**src/design/madenv_pkg.sv**
```systemverilog
// Shared types, constants and register codes of the attack-decay envelope unit.
`default_nettype none

package madenv_pkg;

	// Field and sample widths
	localparam int SAMPLE_W   = 24;
	localparam int FRAC_W     = 20;
	localparam int CHAN_W     = 4;
	localparam int OUT_W      = 22;
	localparam int CFG_IDX_W  = 3;
	localparam int CFG_DATA_W = 24;
	localparam int RATE_W     = 18;
	localparam int ACT_W      = 5;

	// Coefficients are unsigned Q1.22, at most 1.0
	localparam int COEF_FRAC = 22;
	localparam int COEF_W    = COEF_FRAC + 1;
	localparam int MIN_COUNT = 8;
	localparam int COEF_NUM  = MIN_COUNT << COEF_FRAC;

	// Attack margin: 0.0018 per second of attack, in Q3.20, saturated
	localparam int MARGIN_W   = SAMPLE_W - 1;
	localparam int RATE_SCALE = 10000;
	localparam logic [MARGIN_W-1:0] MARGIN_MAX = '1;

	// Switch threshold: 999/1000 of the target, rounded half up
	localparam int THR_NUM  = 999;
	localparam int THR_DEN  = 1000;
	localparam int THR_HALF = 500;

	// Shared serial divider
	localparam int DIV_NUM_W = 50;
	localparam int DIV_DEN_W = 32;
	localparam int DIV_CNT_W = $clog2(DIV_NUM_W + 1);

	// Register reset values
	localparam logic [CFG_DATA_W-1:0]        ATTACK_RST = 24'd1323;
	localparam logic [CFG_DATA_W-1:0]        DECAY_RST  = 24'd44100;
	localparam logic [RATE_W-1:0]            RATE_RST   = 18'd44100;
	localparam logic signed [SAMPLE_W-1:0]   AMP_RST    = 24'sh100000;
	localparam logic [ACT_W-1:0]             ACTIVE_RST = 5'd2;

	// Register indexes of the configuration port
	typedef enum logic [CFG_IDX_W-1:0] {
		REG_ATTACK = 3'd0,
		REG_DECAY  = 3'd1,
		REG_RATE   = 3'd2,
		REG_AMP    = 3'd3,
		REG_ACTIVE = 3'd4
	} cfg_reg_t;

	// Coefficient derivation sequencer
	typedef enum logic [2:0] {
		DRV_IDLE,
		DRV_SETUP,
		DRV_ATK_GO,
		DRV_ATK_WAIT,
		DRV_DEC_GO,
		DRV_DEC_WAIT,
		DRV_MRG_GO,
		DRV_MRG_WAIT
	} drv_state_t;

	// Per-item sequencer of the channel datapath
	typedef enum logic [1:0] {
		CS_IDLE,
		CS_MUL,
		CS_UPD,
		CS_WB
	} core_state_t;

	// One entry of the channel state memory
	typedef struct packed {
		logic signed [SAMPLE_W-1:0] level;
		logic signed [SAMPLE_W-1:0] held;
		logic                       in_decay;
		logic                       prev_gate;
	} chan_state_t;

	localparam chan_state_t CHAN_RESET = '{level: '0, held: '0, in_decay: 1'b1,
		prev_gate: 1'b0};

	// Settings handed from the register block to the datapath
	typedef struct packed {
		logic signed [SAMPLE_W-1:0] amp;
		logic [ACT_W-1:0]           active;
		logic [COEF_W-1:0]          atk_coeff;
		logic [COEF_W-1:0]          dec_coeff;
		logic [MARGIN_W-1:0]        margin;
		logic                       busy;
	} cfg_bus_t;

	// Divider request and response
	typedef struct packed {
		logic                 start;
		logic [DIV_NUM_W-1:0] num;
		logic [DIV_DEN_W-1:0] den;
	} div_req_t;

	typedef struct packed {
		logic                 done;
		logic [DIV_NUM_W-1:0] quo;
	} div_rsp_t;

endpackage

`default_nettype wire

```
**src/design/madenv_div.sv**
```systemverilog
// Restoring radix-2 divider, one quotient bit per cycle, shared by both coefficients and the margin.
`default_nettype none

module madenv_div import madenv_pkg::*; (
	input  logic     clk,
	input  logic     arst_n,
	input  div_req_t req,
	output div_rsp_t rsp
);

	logic [DIV_NUM_W-1:0] quo_q;
	logic [DIV_DEN_W-1:0] rem_q;
	logic [DIV_DEN_W-1:0] den_q;
	logic [DIV_CNT_W-1:0] cnt_q;
	logic                 busy_q;
	logic                 done_q;
	logic [DIV_DEN_W:0]   trial;
	logic [DIV_DEN_W:0]   diff;
	logic                 fits;

	// Shift the next numerator bit into the partial remainder and try a subtract.
	assign trial = {rem_q, quo_q[DIV_NUM_W-1]};
	assign diff  = trial - {1'b0, den_q};
	assign fits  = (trial >= {1'b0, den_q});

	// Step counter and completion flag.
	always_ff @(posedge clk or negedge arst_n) begin
		if (!arst_n) begin
			busy_q <= 1'b0;
			done_q <= 1'b0;
			cnt_q  <= '0;
		end else if (req.start) begin
			busy_q <= 1'b1;
			done_q <= 1'b0;
			cnt_q  <= DIV_CNT_W'(DIV_NUM_W);
		end else if (busy_q) begin
			cnt_q <= cnt_q - DIV_CNT_W'(1);
			if (cnt_q == DIV_CNT_W'(1)) begin
				busy_q <= 1'b0;
				done_q <= 1'b1;
			end
		end else begin
			done_q <= 1'b0;
		end
	end

	// The numerator register gradually turns into the quotient.
	always_ff @(posedge clk) begin
		if (req.start) begin
			quo_q <= req.num;
			rem_q <= '0;
			den_q <= req.den;
		end else if (busy_q) begin
			quo_q <= {quo_q[DIV_NUM_W-2:0], fits};
			rem_q <= fits ? diff[DIV_DEN_W-1:0] : trial[DIV_DEN_W-1:0];
		end
	end

	assign rsp.done = done_q;
	assign rsp.quo  = quo_q;

endmodule

`default_nettype wire

```
**src/design/madenv_cfg.sv**
```systemverilog
// Configuration registers and the sequencer that derives the coefficients and margin.
`default_nettype none

module madenv_cfg import madenv_pkg::*; (
	input  logic                  clk,
	input  logic                  arst_n,
	input  logic                  wr_en,
	input  logic [CFG_IDX_W-1:0]  wr_index,
	input  logic [CFG_DATA_W-1:0] wr_data,
	output cfg_bus_t              cfg
);

	logic [CFG_DATA_W-1:0]      attack_q;
	logic [CFG_DATA_W-1:0]      decay_q;
	logic [RATE_W-1:0]          rate_q;
	logic signed [SAMPLE_W-1:0] amp_q;
	logic [ACT_W-1:0]           active_q;
	logic [COEF_W-1:0]          atk_coeff_q;
	logic [COEF_W-1:0]          dec_coeff_q;
	logic [MARGIN_W-1:0]        margin_q;
	logic [DIV_DEN_W-1:0]       den_q;
	drv_state_t                 drv_q;
	drv_state_t                 drv_d;
	div_req_t                   div_req;
	div_rsp_t                   div_rsp;
	logic                       restart;
	logic [RATE_W-1:0]          rate_nz;
	logic [CFG_DATA_W-1:0]      atk_cnt;
	logic [CFG_DATA_W-1:0]      dec_cnt;
	logic [CFG_DATA_W+4:0]      atk_x18;

	// Register writes; a write of a time or of the rate reruns the derivation.
	always_ff @(posedge clk or negedge arst_n) begin
		if (!arst_n) begin
			attack_q <= ATTACK_RST;
			decay_q  <= DECAY_RST;
			rate_q   <= RATE_RST;
			amp_q    <= AMP_RST;
			active_q <= ACTIVE_RST;
		end else if (wr_en) begin
			case (wr_index)
				REG_ATTACK: attack_q <= wr_data;
				REG_DECAY:  decay_q  <= wr_data;
				REG_RATE:   rate_q   <= wr_data[RATE_W-1:0];
				REG_AMP:    amp_q    <= $signed(wr_data[SAMPLE_W-1:0]);
				REG_ACTIVE: active_q <= wr_data[ACT_W-1:0];
				default: ;
			endcase
		end
	end

	assign restart = wr_en && (wr_index == REG_ATTACK || wr_index == REG_DECAY ||
		wr_index == REG_RATE);

	// Divider operands: coefficient counts floored at the minimum, a zero rate taken as one.
	assign rate_nz = (rate_q == '0) ? RATE_W'(1) : rate_q;
	assign atk_cnt = (attack_q < CFG_DATA_W'(MIN_COUNT)) ? CFG_DATA_W'(MIN_COUNT) : attack_q;
	assign dec_cnt = (decay_q < CFG_DATA_W'(MIN_COUNT)) ? CFG_DATA_W'(MIN_COUNT) : decay_q;
	assign atk_x18 = {1'b0, attack_q, 4'b0000} + {4'b0000, attack_q, 1'b0};

	// Sequencer state register.
	always_ff @(posedge clk or negedge arst_n) begin
		if (!arst_n) begin
			drv_q <= DRV_SETUP;
		end else begin
			drv_q <= drv_d;
		end
	end

	// Sequencer: attack coefficient, decay coefficient, then margin.
	always_comb begin
		drv_d         = drv_q;
		div_req.start = 1'b0;
		div_req.num   = '0;
		div_req.den   = '0;
		case (drv_q)
			DRV_IDLE: ;
			DRV_SETUP: drv_d = DRV_ATK_GO;
			DRV_ATK_GO: begin
				div_req.start = 1'b1;
				div_req.num   = DIV_NUM_W'(COEF_NUM) + DIV_NUM_W'(atk_cnt >> 1);
				div_req.den   = DIV_DEN_W'(atk_cnt);
				drv_d         = DRV_ATK_WAIT;
			end
			DRV_ATK_WAIT: if (div_rsp.done) drv_d = DRV_DEC_GO;
			DRV_DEC_GO: begin
				div_req.start = 1'b1;
				div_req.num   = DIV_NUM_W'(COEF_NUM) + DIV_NUM_W'(dec_cnt >> 1);
				div_req.den   = DIV_DEN_W'(dec_cnt);
				drv_d         = DRV_DEC_WAIT;
			end
			DRV_DEC_WAIT: if (div_rsp.done) drv_d = DRV_MRG_GO;
			DRV_MRG_GO: begin
				div_req.start = 1'b1;
				div_req.num   = DIV_NUM_W'({atk_x18, {FRAC_W{1'b0}}}) +
					DIV_NUM_W'(den_q >> 1);
				div_req.den   = den_q;
				drv_d         = DRV_MRG_WAIT;
			end
			DRV_MRG_WAIT: if (div_rsp.done) drv_d = DRV_IDLE;
			default: drv_d = DRV_IDLE;
		endcase
		if (restart) begin
			drv_d = DRV_SETUP;
		end
	end

	// Derived values are captured as each division completes.
	always_ff @(posedge clk) begin
		if (drv_q == DRV_SETUP) begin
			den_q <= DIV_DEN_W'(rate_nz) * DIV_DEN_W'(RATE_SCALE);
		end
		if (drv_q == DRV_ATK_WAIT && div_rsp.done) begin
			atk_coeff_q <= div_rsp.quo[COEF_W-1:0];
		end
		if (drv_q == DRV_DEC_WAIT && div_rsp.done) begin
			dec_coeff_q <= div_rsp.quo[COEF_W-1:0];
		end
		if (drv_q == DRV_MRG_WAIT && div_rsp.done) begin
			margin_q <= (div_rsp.quo > DIV_NUM_W'(MARGIN_MAX)) ? MARGIN_MAX :
				div_rsp.quo[MARGIN_W-1:0];
		end
	end

	madenv_div u_div (
		.clk    (clk),
		.arst_n (arst_n),
		.req    (div_req),
		.rsp    (div_rsp)
	);

	assign cfg.amp       = amp_q;
	assign cfg.active    = active_q;
	assign cfg.atk_coeff = atk_coeff_q;
	assign cfg.dec_coeff = dec_coeff_q;
	assign cfg.margin    = margin_q;
	assign cfg.busy      = (drv_q != DRV_IDLE);

endmodule

`default_nettype wire

```
**config.mk**
```make
export PLATFORM = sky130hd
export DESIGN_NAME = madenv_cfg
export DESIGN_NICKNAME = d
export VERILOG_FILES = /design/src/design/madenv_pkg.sv /design/src/design/madenv_div.sv /design/src/design/madenv_cfg.sv
export SDC_FILE = /design/constraint.sdc
export NUM_CORES = 1
export LEC_CHECK = 0
export BUFFER_PORTS_ARGS = -buffer_cell sky130_fd_sc_hd__clkbuf_2
export CORE_UTILIZATION = 65
export DETAILED_ROUTE_END_ITERATION = 10
export PLACE_DENSITY = 0.94
export RECOVER_POWER = 100
export REMOVE_ABC_BUFFERS = 1
export SLEW_MARGIN = 20
export SYNTH_ARGS = -nofsm -noshare
export SYNTH_HDL_FRONTEND = slang
export SYNTH_SLANG_ARGS = --single-unit
export TNS_END_PERCENT = 10
```
**constraint.sdc**
```tcl
create_clock -name clk -period 8.5 [get_ports clk]
set_input_delay 2.55 -clock clk [delete_from_list [all_inputs] [get_ports clk]]
set_output_delay 2.55 -clock clk [all_outputs]
set_load 0.1 [all_outputs]
```
## Word-level counts from Yosys, hierarchy flattened

Index checks and enable logic that the tools add are counted.

| word-level totals | value |
|---|---|
| bits of input ports | 30 |
| register bits after elaboration | 317 |
| word-level logic and storage cells | 80 |

| cells by class | value |
|---|---|
| add/sub/neg operators | 6 |
| order comparisons | 4 |
| reduce and logical (&&, ||, !) cells | 17 |
| eq/ne operators | 16 |
| multiplexer cells | 20 |
| $mul | 1 |

Operator list:

| cell | number |
|---|---|
| $pmux W83 S3 | 1 |
| $mux W50 | 2 |
| $add A26 B23 Y27 const A | 2 |
| $add A49 B31 Y50 | 1 |
| $gt A50 B23 Y1 const B | 1 |
| $lt A24 B4 Y1 const B | 2 |
| $mux W24 | 2 |
| $ge A33 B32 Y1 | 1 |
| $mux W32 | 1 |
| $sub A32 B32 Y32 | 1 |
| $add A28 B25 Y29 | 1 |
| $mul A18 B10 Y28 const B | 1 |
| $pmux W3 S7 | 1 |
| $logic_not A18 Y1 | 1 |
| $mux W18 | 1 |
| $eq A3 B3 Y1 const B | 5 |
| $eq A3 B2 Y1 const B | 4 |
| $mux W3 | 4 |
| $mux W6 | 2 |
| $reduce_and A2 Y1 | 5 |
| $ne A3 B2 Y1 const B | 3 |
| $reduce_bool A8 Y1 | 1 |
| $eq A3 B1 Y1 const B | 2 |
| $eq A6 B1 Y1 const B | 1 |
| other kinds (9) | 18 |

## Longest topological paths before layout

| logic depth | value |
|---|---|
| depth in word-level cells | 6 |
| mapped depth | 25 |
| gate-level depth less buffers | 25 |

## Modules after synthesis

Synthesis repeated with hierarchy kept, for this count alone.

| second synthesis, totals | value |
|---|---|
| cells, all modules | 1823 |
| area, all modules | 19578.8 um^2 |

By module, submodules not included:

| module | times used | area an instance (um^2) | cells an instance |
|---|---|---|---|
| madenv_cfg | 1 | 12640.9 | 1160 |
| madenv_div | 1 | 6937.9 | 663 |

## Worst setup path after synthesis

No wires, ideal clock.

| timing path | value |
|---|---|
| path type | flip-flop to flip-flop |
| start | register rate_q[16] |
| end | register den_q[28] (data pin) |
| data required time | 8.242 ns |
| arrival time | 4.717 ns |
| library setup time | 0.258 ns |
| slack | 3.525 ns |
| stages on the path, launching flop included | 25 |
| cells stage by stage | dfrtp_1 > inv_1 > ha_1 > nor4b_1 > nand3_1 > nor4_1 > or2_2 > ha_1 > inv_1 > fa_1 > inv_1 > ha_1 > inv_1 > fa_1 > inv_1 > ha_1 > o21a_1 > o21a_1 > and4_1 > a21o_1 > a211oi_1 > o31ai_1 > a21o_1 > a21oi_1 > xnor2_1 |

| on the way | value |
|---|---|
| longest elaborated chain between the ends | 3 |

Ends and longest elaborated chain:

| element | RTL line | RTL |
|---|---|---|
| from (decl) | madenv_cfg.sv:15 | `logic [RATE_W-1:0] rate_q;` |
| from (signal assigned) | madenv_cfg.sv:44 | `REG_RATE: rate_q <= wr_data[RATE_W-1:0];` |
| $logic_not A18 Y1 | madenv_cfg.sv:56 | `assign rate_nz = (rate_q == '0) ? RATE_W'(1) : rate_q;` |
| $mux W18 | madenv_cfg.sv:56 |  |
| via rate_nz[0] | madenv_cfg.sv:27 | `logic [RATE_W-1:0] rate_nz;` |
| $mul A18 B10 Y28 | madenv_cfg.sv:111 | `den_q <= DIV_DEN_W'(rate_nz) * DIV_DEN_W'(RATE_SCALE);` |
| to (signal assigned) | madenv_cfg.sv:111 |  |
| to (decl) | madenv_cfg.sv:21 | `logic [DIV_DEN_W-1:0] den_q;` |

The timed path passes the listed nets, and every way through them passes these cells.
A chain may end at the register's enable or synchronous reset.

## Final worst setup path

| timing path | value |
|---|---|
| start | register drv_q[1] |
| end | register u_div.quo_q[25] (data pin) |

| on the way | value |
|---|---|
| longest elaborated chain between the ends | 3 |

Ends and longest elaborated chain:

| element | RTL line | RTL |
|---|---|---|
| from (decl) | madenv_cfg.sv:22 | `drv_state_t drv_q;` |
| from (signal assigned) | madenv_cfg.sv:66 | `drv_q <= drv_d;` |
| $eq A3 B3 Y1 or $eq A3 B2 Y1 (tied branches) | madenv_cfg.sv:76 | `case (drv_q)` |
| $pmux W83 S3 (*) | madenv_cfg.sv:76 |  |
| $mux W50 (*) | madenv_div.sv:49 | `if (req.start) begin` |
| to (signal assigned) | madenv_div.sv:50 | `quo_q <= req.num;` |
| to (signal assigned) | madenv_div.sv:54 | `quo_q <= {quo_q[DIV_NUM_W-2:0], fits};` |
| to (decl) | madenv_div.sv:11 | `logic [DIV_NUM_W-1:0] quo_q;` |

Every way passes the cells marked *; elsewhere a longest branch is shown, timed or not.

==> results.json <==
{
  "muxShareOfSynthArea_pct": 6.16,
  "hold-worst-slack_ns": 0.505,
  "hpwlAfterDp_um": 34500,
  "clock-root-buffer": "clkbuf_16",
  "timing.hold.worst_path_depth": 1,
  "synth_sequential_area_ratio_pct": 46.3,
  "rsz_0062_raised_after_global_routing": "false",
  "synthesis.area_mm2": 0.0188,
  "synthArstFlopShare_pct": 33.4,
  "critical_path_required_ns": 8.67,
  "finalNonFillerCells": 2255,
  "placed_cells": 2190,
  "cts.sinks": 317,
  "max-cap-violations": 10,
  "worst_setup_hold_path_clk_slew_ns": 0.06,
  "rrSetupSlack_ns": 2.52,
  "fin_skew_ns": 0.0295,
  "tritoncts": "built",
  "synth_cells": 1744,
  "final_max_slew_violation_count": 337,
  "tightestPinTransition_ns": 3.19,
  "timing.critical_path.cells": "nor2_1 > or2_2 > clkbuf_1 > inv_1 > clkbuf_1 > nor2_1 > a21oi_1",
  "globalRouteTotalUtil_pct": 33.5,
  "drive_above_1_share_pct": 11.3,
  "synthesis.yosys.warnings": 0,
  "dominantRegCellSynth": "edfxtp_1",
  "starting_drc_count_in_detailed_routing": 1624,
  "cell_variety_after_synth": 72,
  "drt-vias-per-instance": 6.35,
  "slew_headroom_pct": -113,
  "cts_htree_levels": 2,
  "critical_path.reg2reg.startpoint": "drv_q[1]",
  "hold_end": "amp_q[16]",
  "hold_viol": 0,
  "cts-root-to-sink-buffers": 3,
  "crit_path_top_delay_cell": "clkbuf_1",
  "finalWirelength_um": 48500,
  "row_count": 61,
  "ioPinCount": 129,
  "finalNetCount": 2066,
  "wl_per_cell_um": 21.5,
  "area_growth_from_synthesis_to_layout_pct": 10.3,
  "synth_simple_gate_area_share_pct": 12.0,
  "floorplan.die_area_mm2": 0.0295,
  "post-route-min-period_ns": 5.98,
  "max_stage_delay_ns": 2.19,
  "most_common_library_cell_in_the_layout_ignoring_fill_and_taps": "edfxtp_1",
  "die_extent_in_x_um": 172,
  "grt_pass1_vias": 14106,
  "design.core.area_mm2": 0.0281,
  "final-setup-viol-count": 0,
  "result_of_the_run": "finished, violations left",
  "yosys_register_bits": 317,
  "insertion_delay_ns": 0.54,
  "synth_compound_area_share_pct": 12.6,
  "period_share_pct": 70.3,
  "diodes": 0,
  "timing.hold.worst.start": "amp_q[16]",
  "achievable-frequency_mhz": 167,
  "final_gp_congestion": 0.939,
  "critPathCaptureType": "flip-flop",
  "failed_checks": "max-capacitance violations, max-slew violations",
  "floorplan.initialDensity_pct": 66.8,
  "largest_net_degree_at_the_start_of_global_routing": 73,
  "antenna_left": 0,
  "hold_path_class": "reg -> reg",
  "pre_repair_dr_iteration_count": 6,
  "mostFrequentLayoutCells": "179 x edfxtp_1, 153 x inv_1, 143 x ha_1",
  "synth_adder_area_share_pct": 14.1,
  "globalRouteOverflowTotal": 0,
  "grt_pass1_wl_um": 75700,
  "dr_total_vias": 14313,
  "die_h_um": 172,
  "cts-buffers-inserted": 35,
  "total_of_hold_buffers_inserted_after_clock_tree_synthesis": 0,
  "synth-edff-count": 179,
  "synth_xor_area_share_pct": 4.16,
  "reg2regPathDepth": 7,
  "rr_endpoint": "u_div.quo_q[25]",
  "pre_cts_slack_ns": 2.99,
  "drc": 0,
  "input_output_buffers": 128,
  "cts-resized-gates": 0,
  "setup.worst_path.start_class": "flip-flop",
  "critical_path_class": "reg -> reg",
  "antenna_found_initial": 0,
  "fin_ws_ns": 2.52,
  "postCtsSetupRepairBufs": 0,
  "worstPathMaxFanout": 66,
  "fin_setup_tns_ns": 0,
  "largest_family_of_logic_cells_by_synthesized_area": "adder cells",
  "syn-mean-instance-area_um2": 10.8,
  "crit_arrival_ns": 6.15
}
-- sequential cells by signal, summed over array words and instances (netlist names) --
name,count
active_q,5
amp_q,24
atk_coeff_q,23
attack_q,24
dec_coeff_q,23
decay_q,24
den_q,28
drv_q,3
margin_q,23
rate_q,18
u_div.busy_q,1
u_div.cnt_q,6
u_div.den_q,32
u_div.done_q,1
u_div.quo_q,50
u_div.rem_q,32
-- synth_stat cells, types with 12 or more instances --
cell      instances  share of area (%)
xnor2_1          51                2.4
or3_1            34                1.1
ha_1            143                9.5
a21oi_1         106                2.8
dfrtp_1          85                 11
nor4_1           25               0.83
a31oi_1          15               0.50
fa_1             43                4.6
nand3_1          23               0.61
nand2b_1         18               0.60
and2_1           12               0.40
mux2i_1          13               0.69
o21a_1           14               0.56
nand4_1          17               0.57
dfxtp_1          32                3.4
xor2_1           38                1.8
edfxtp_1        179                 29
o21ai_0          82                2.2
clkbuf_1         70                1.4
dfstp_2          21                2.9
inv_1           152                3.0
mux2_2           91                5.5
nor2_1           96                1.9
a21o_1           40                1.6
a211oi_1         27                1.1
nor2b_1          17               0.57
a22oi_1          12               0.48
nor3_1           24               0.64
nand2_1         132                2.6
-- how the worst max path moves through the flow --
stage           startpoint         endpoint
2_1_floorplan  wr_index[2]       decay_q[0]
3_3_place_gp    rate_q[16]        den_q[28]
3_5_place_dp    rate_q[16]        den_q[28]
4_1_cts         rate_q[16]        den_q[28]
5_1_grt           drv_q[1]  u_div.quo_q[25]
6_report          drv_q[1]  u_div.quo_q[25]
-- kinds of logic after synthesis --
group                      Yosys count
and+or+nand+nor                    449
muxes                              104
xor gates and xnor gates            89
adders and majority gates          186
DFF                                317
AOI/OAI and AO/OA                  368
buffers and inverters              231
-- critical path, delay by kind of cell (launching register included) --
family	cells	cell delay, ns
AO/OA/AOI/OAI	1	0.08
buffers and inverters	3	4.06
flip-flops	1	0.59
AND/OR/NAND/NOR	3	0.80
-- per-layer routing --
layer  part of all wire (%)  vias to the layer above  GRT usage (%)  routed length [um]
li1                       -                     6471              -                   -
met2                     48                      745           55.4               23000
met3                    8.3                      183           6.29                4010
met5                      0                        -              0                   0
met1                     38                     6914           41.3               18500
met4                    6.0                        0           18.9                2890
-- metrics by stage --
stage / util (%) / cell area, um2
after detailed placement: 70.3 / 19700
after CTS: 74.4 / 20900
final: 73.7 / 20700
after floorplan: - / 18500
after global placement: 70.3 / 19700
after global routing: 73.7 / 20700
-- layout make-up --
cell class / count / area (um2)
multi-input cells: 1196 / 9190
flip-flops and latches: 317 / 8700
fillers: 1899 / 7390
clock buffers: 47 / 1000
repair buffers: 146 / 599
inverters: 154 / 578
well taps: 378 / 473
clock inverters: 17 / 153
Power is not shown: default switching activity piles up to over one toggle a cycle in this logic, so the estimate is an artifact.
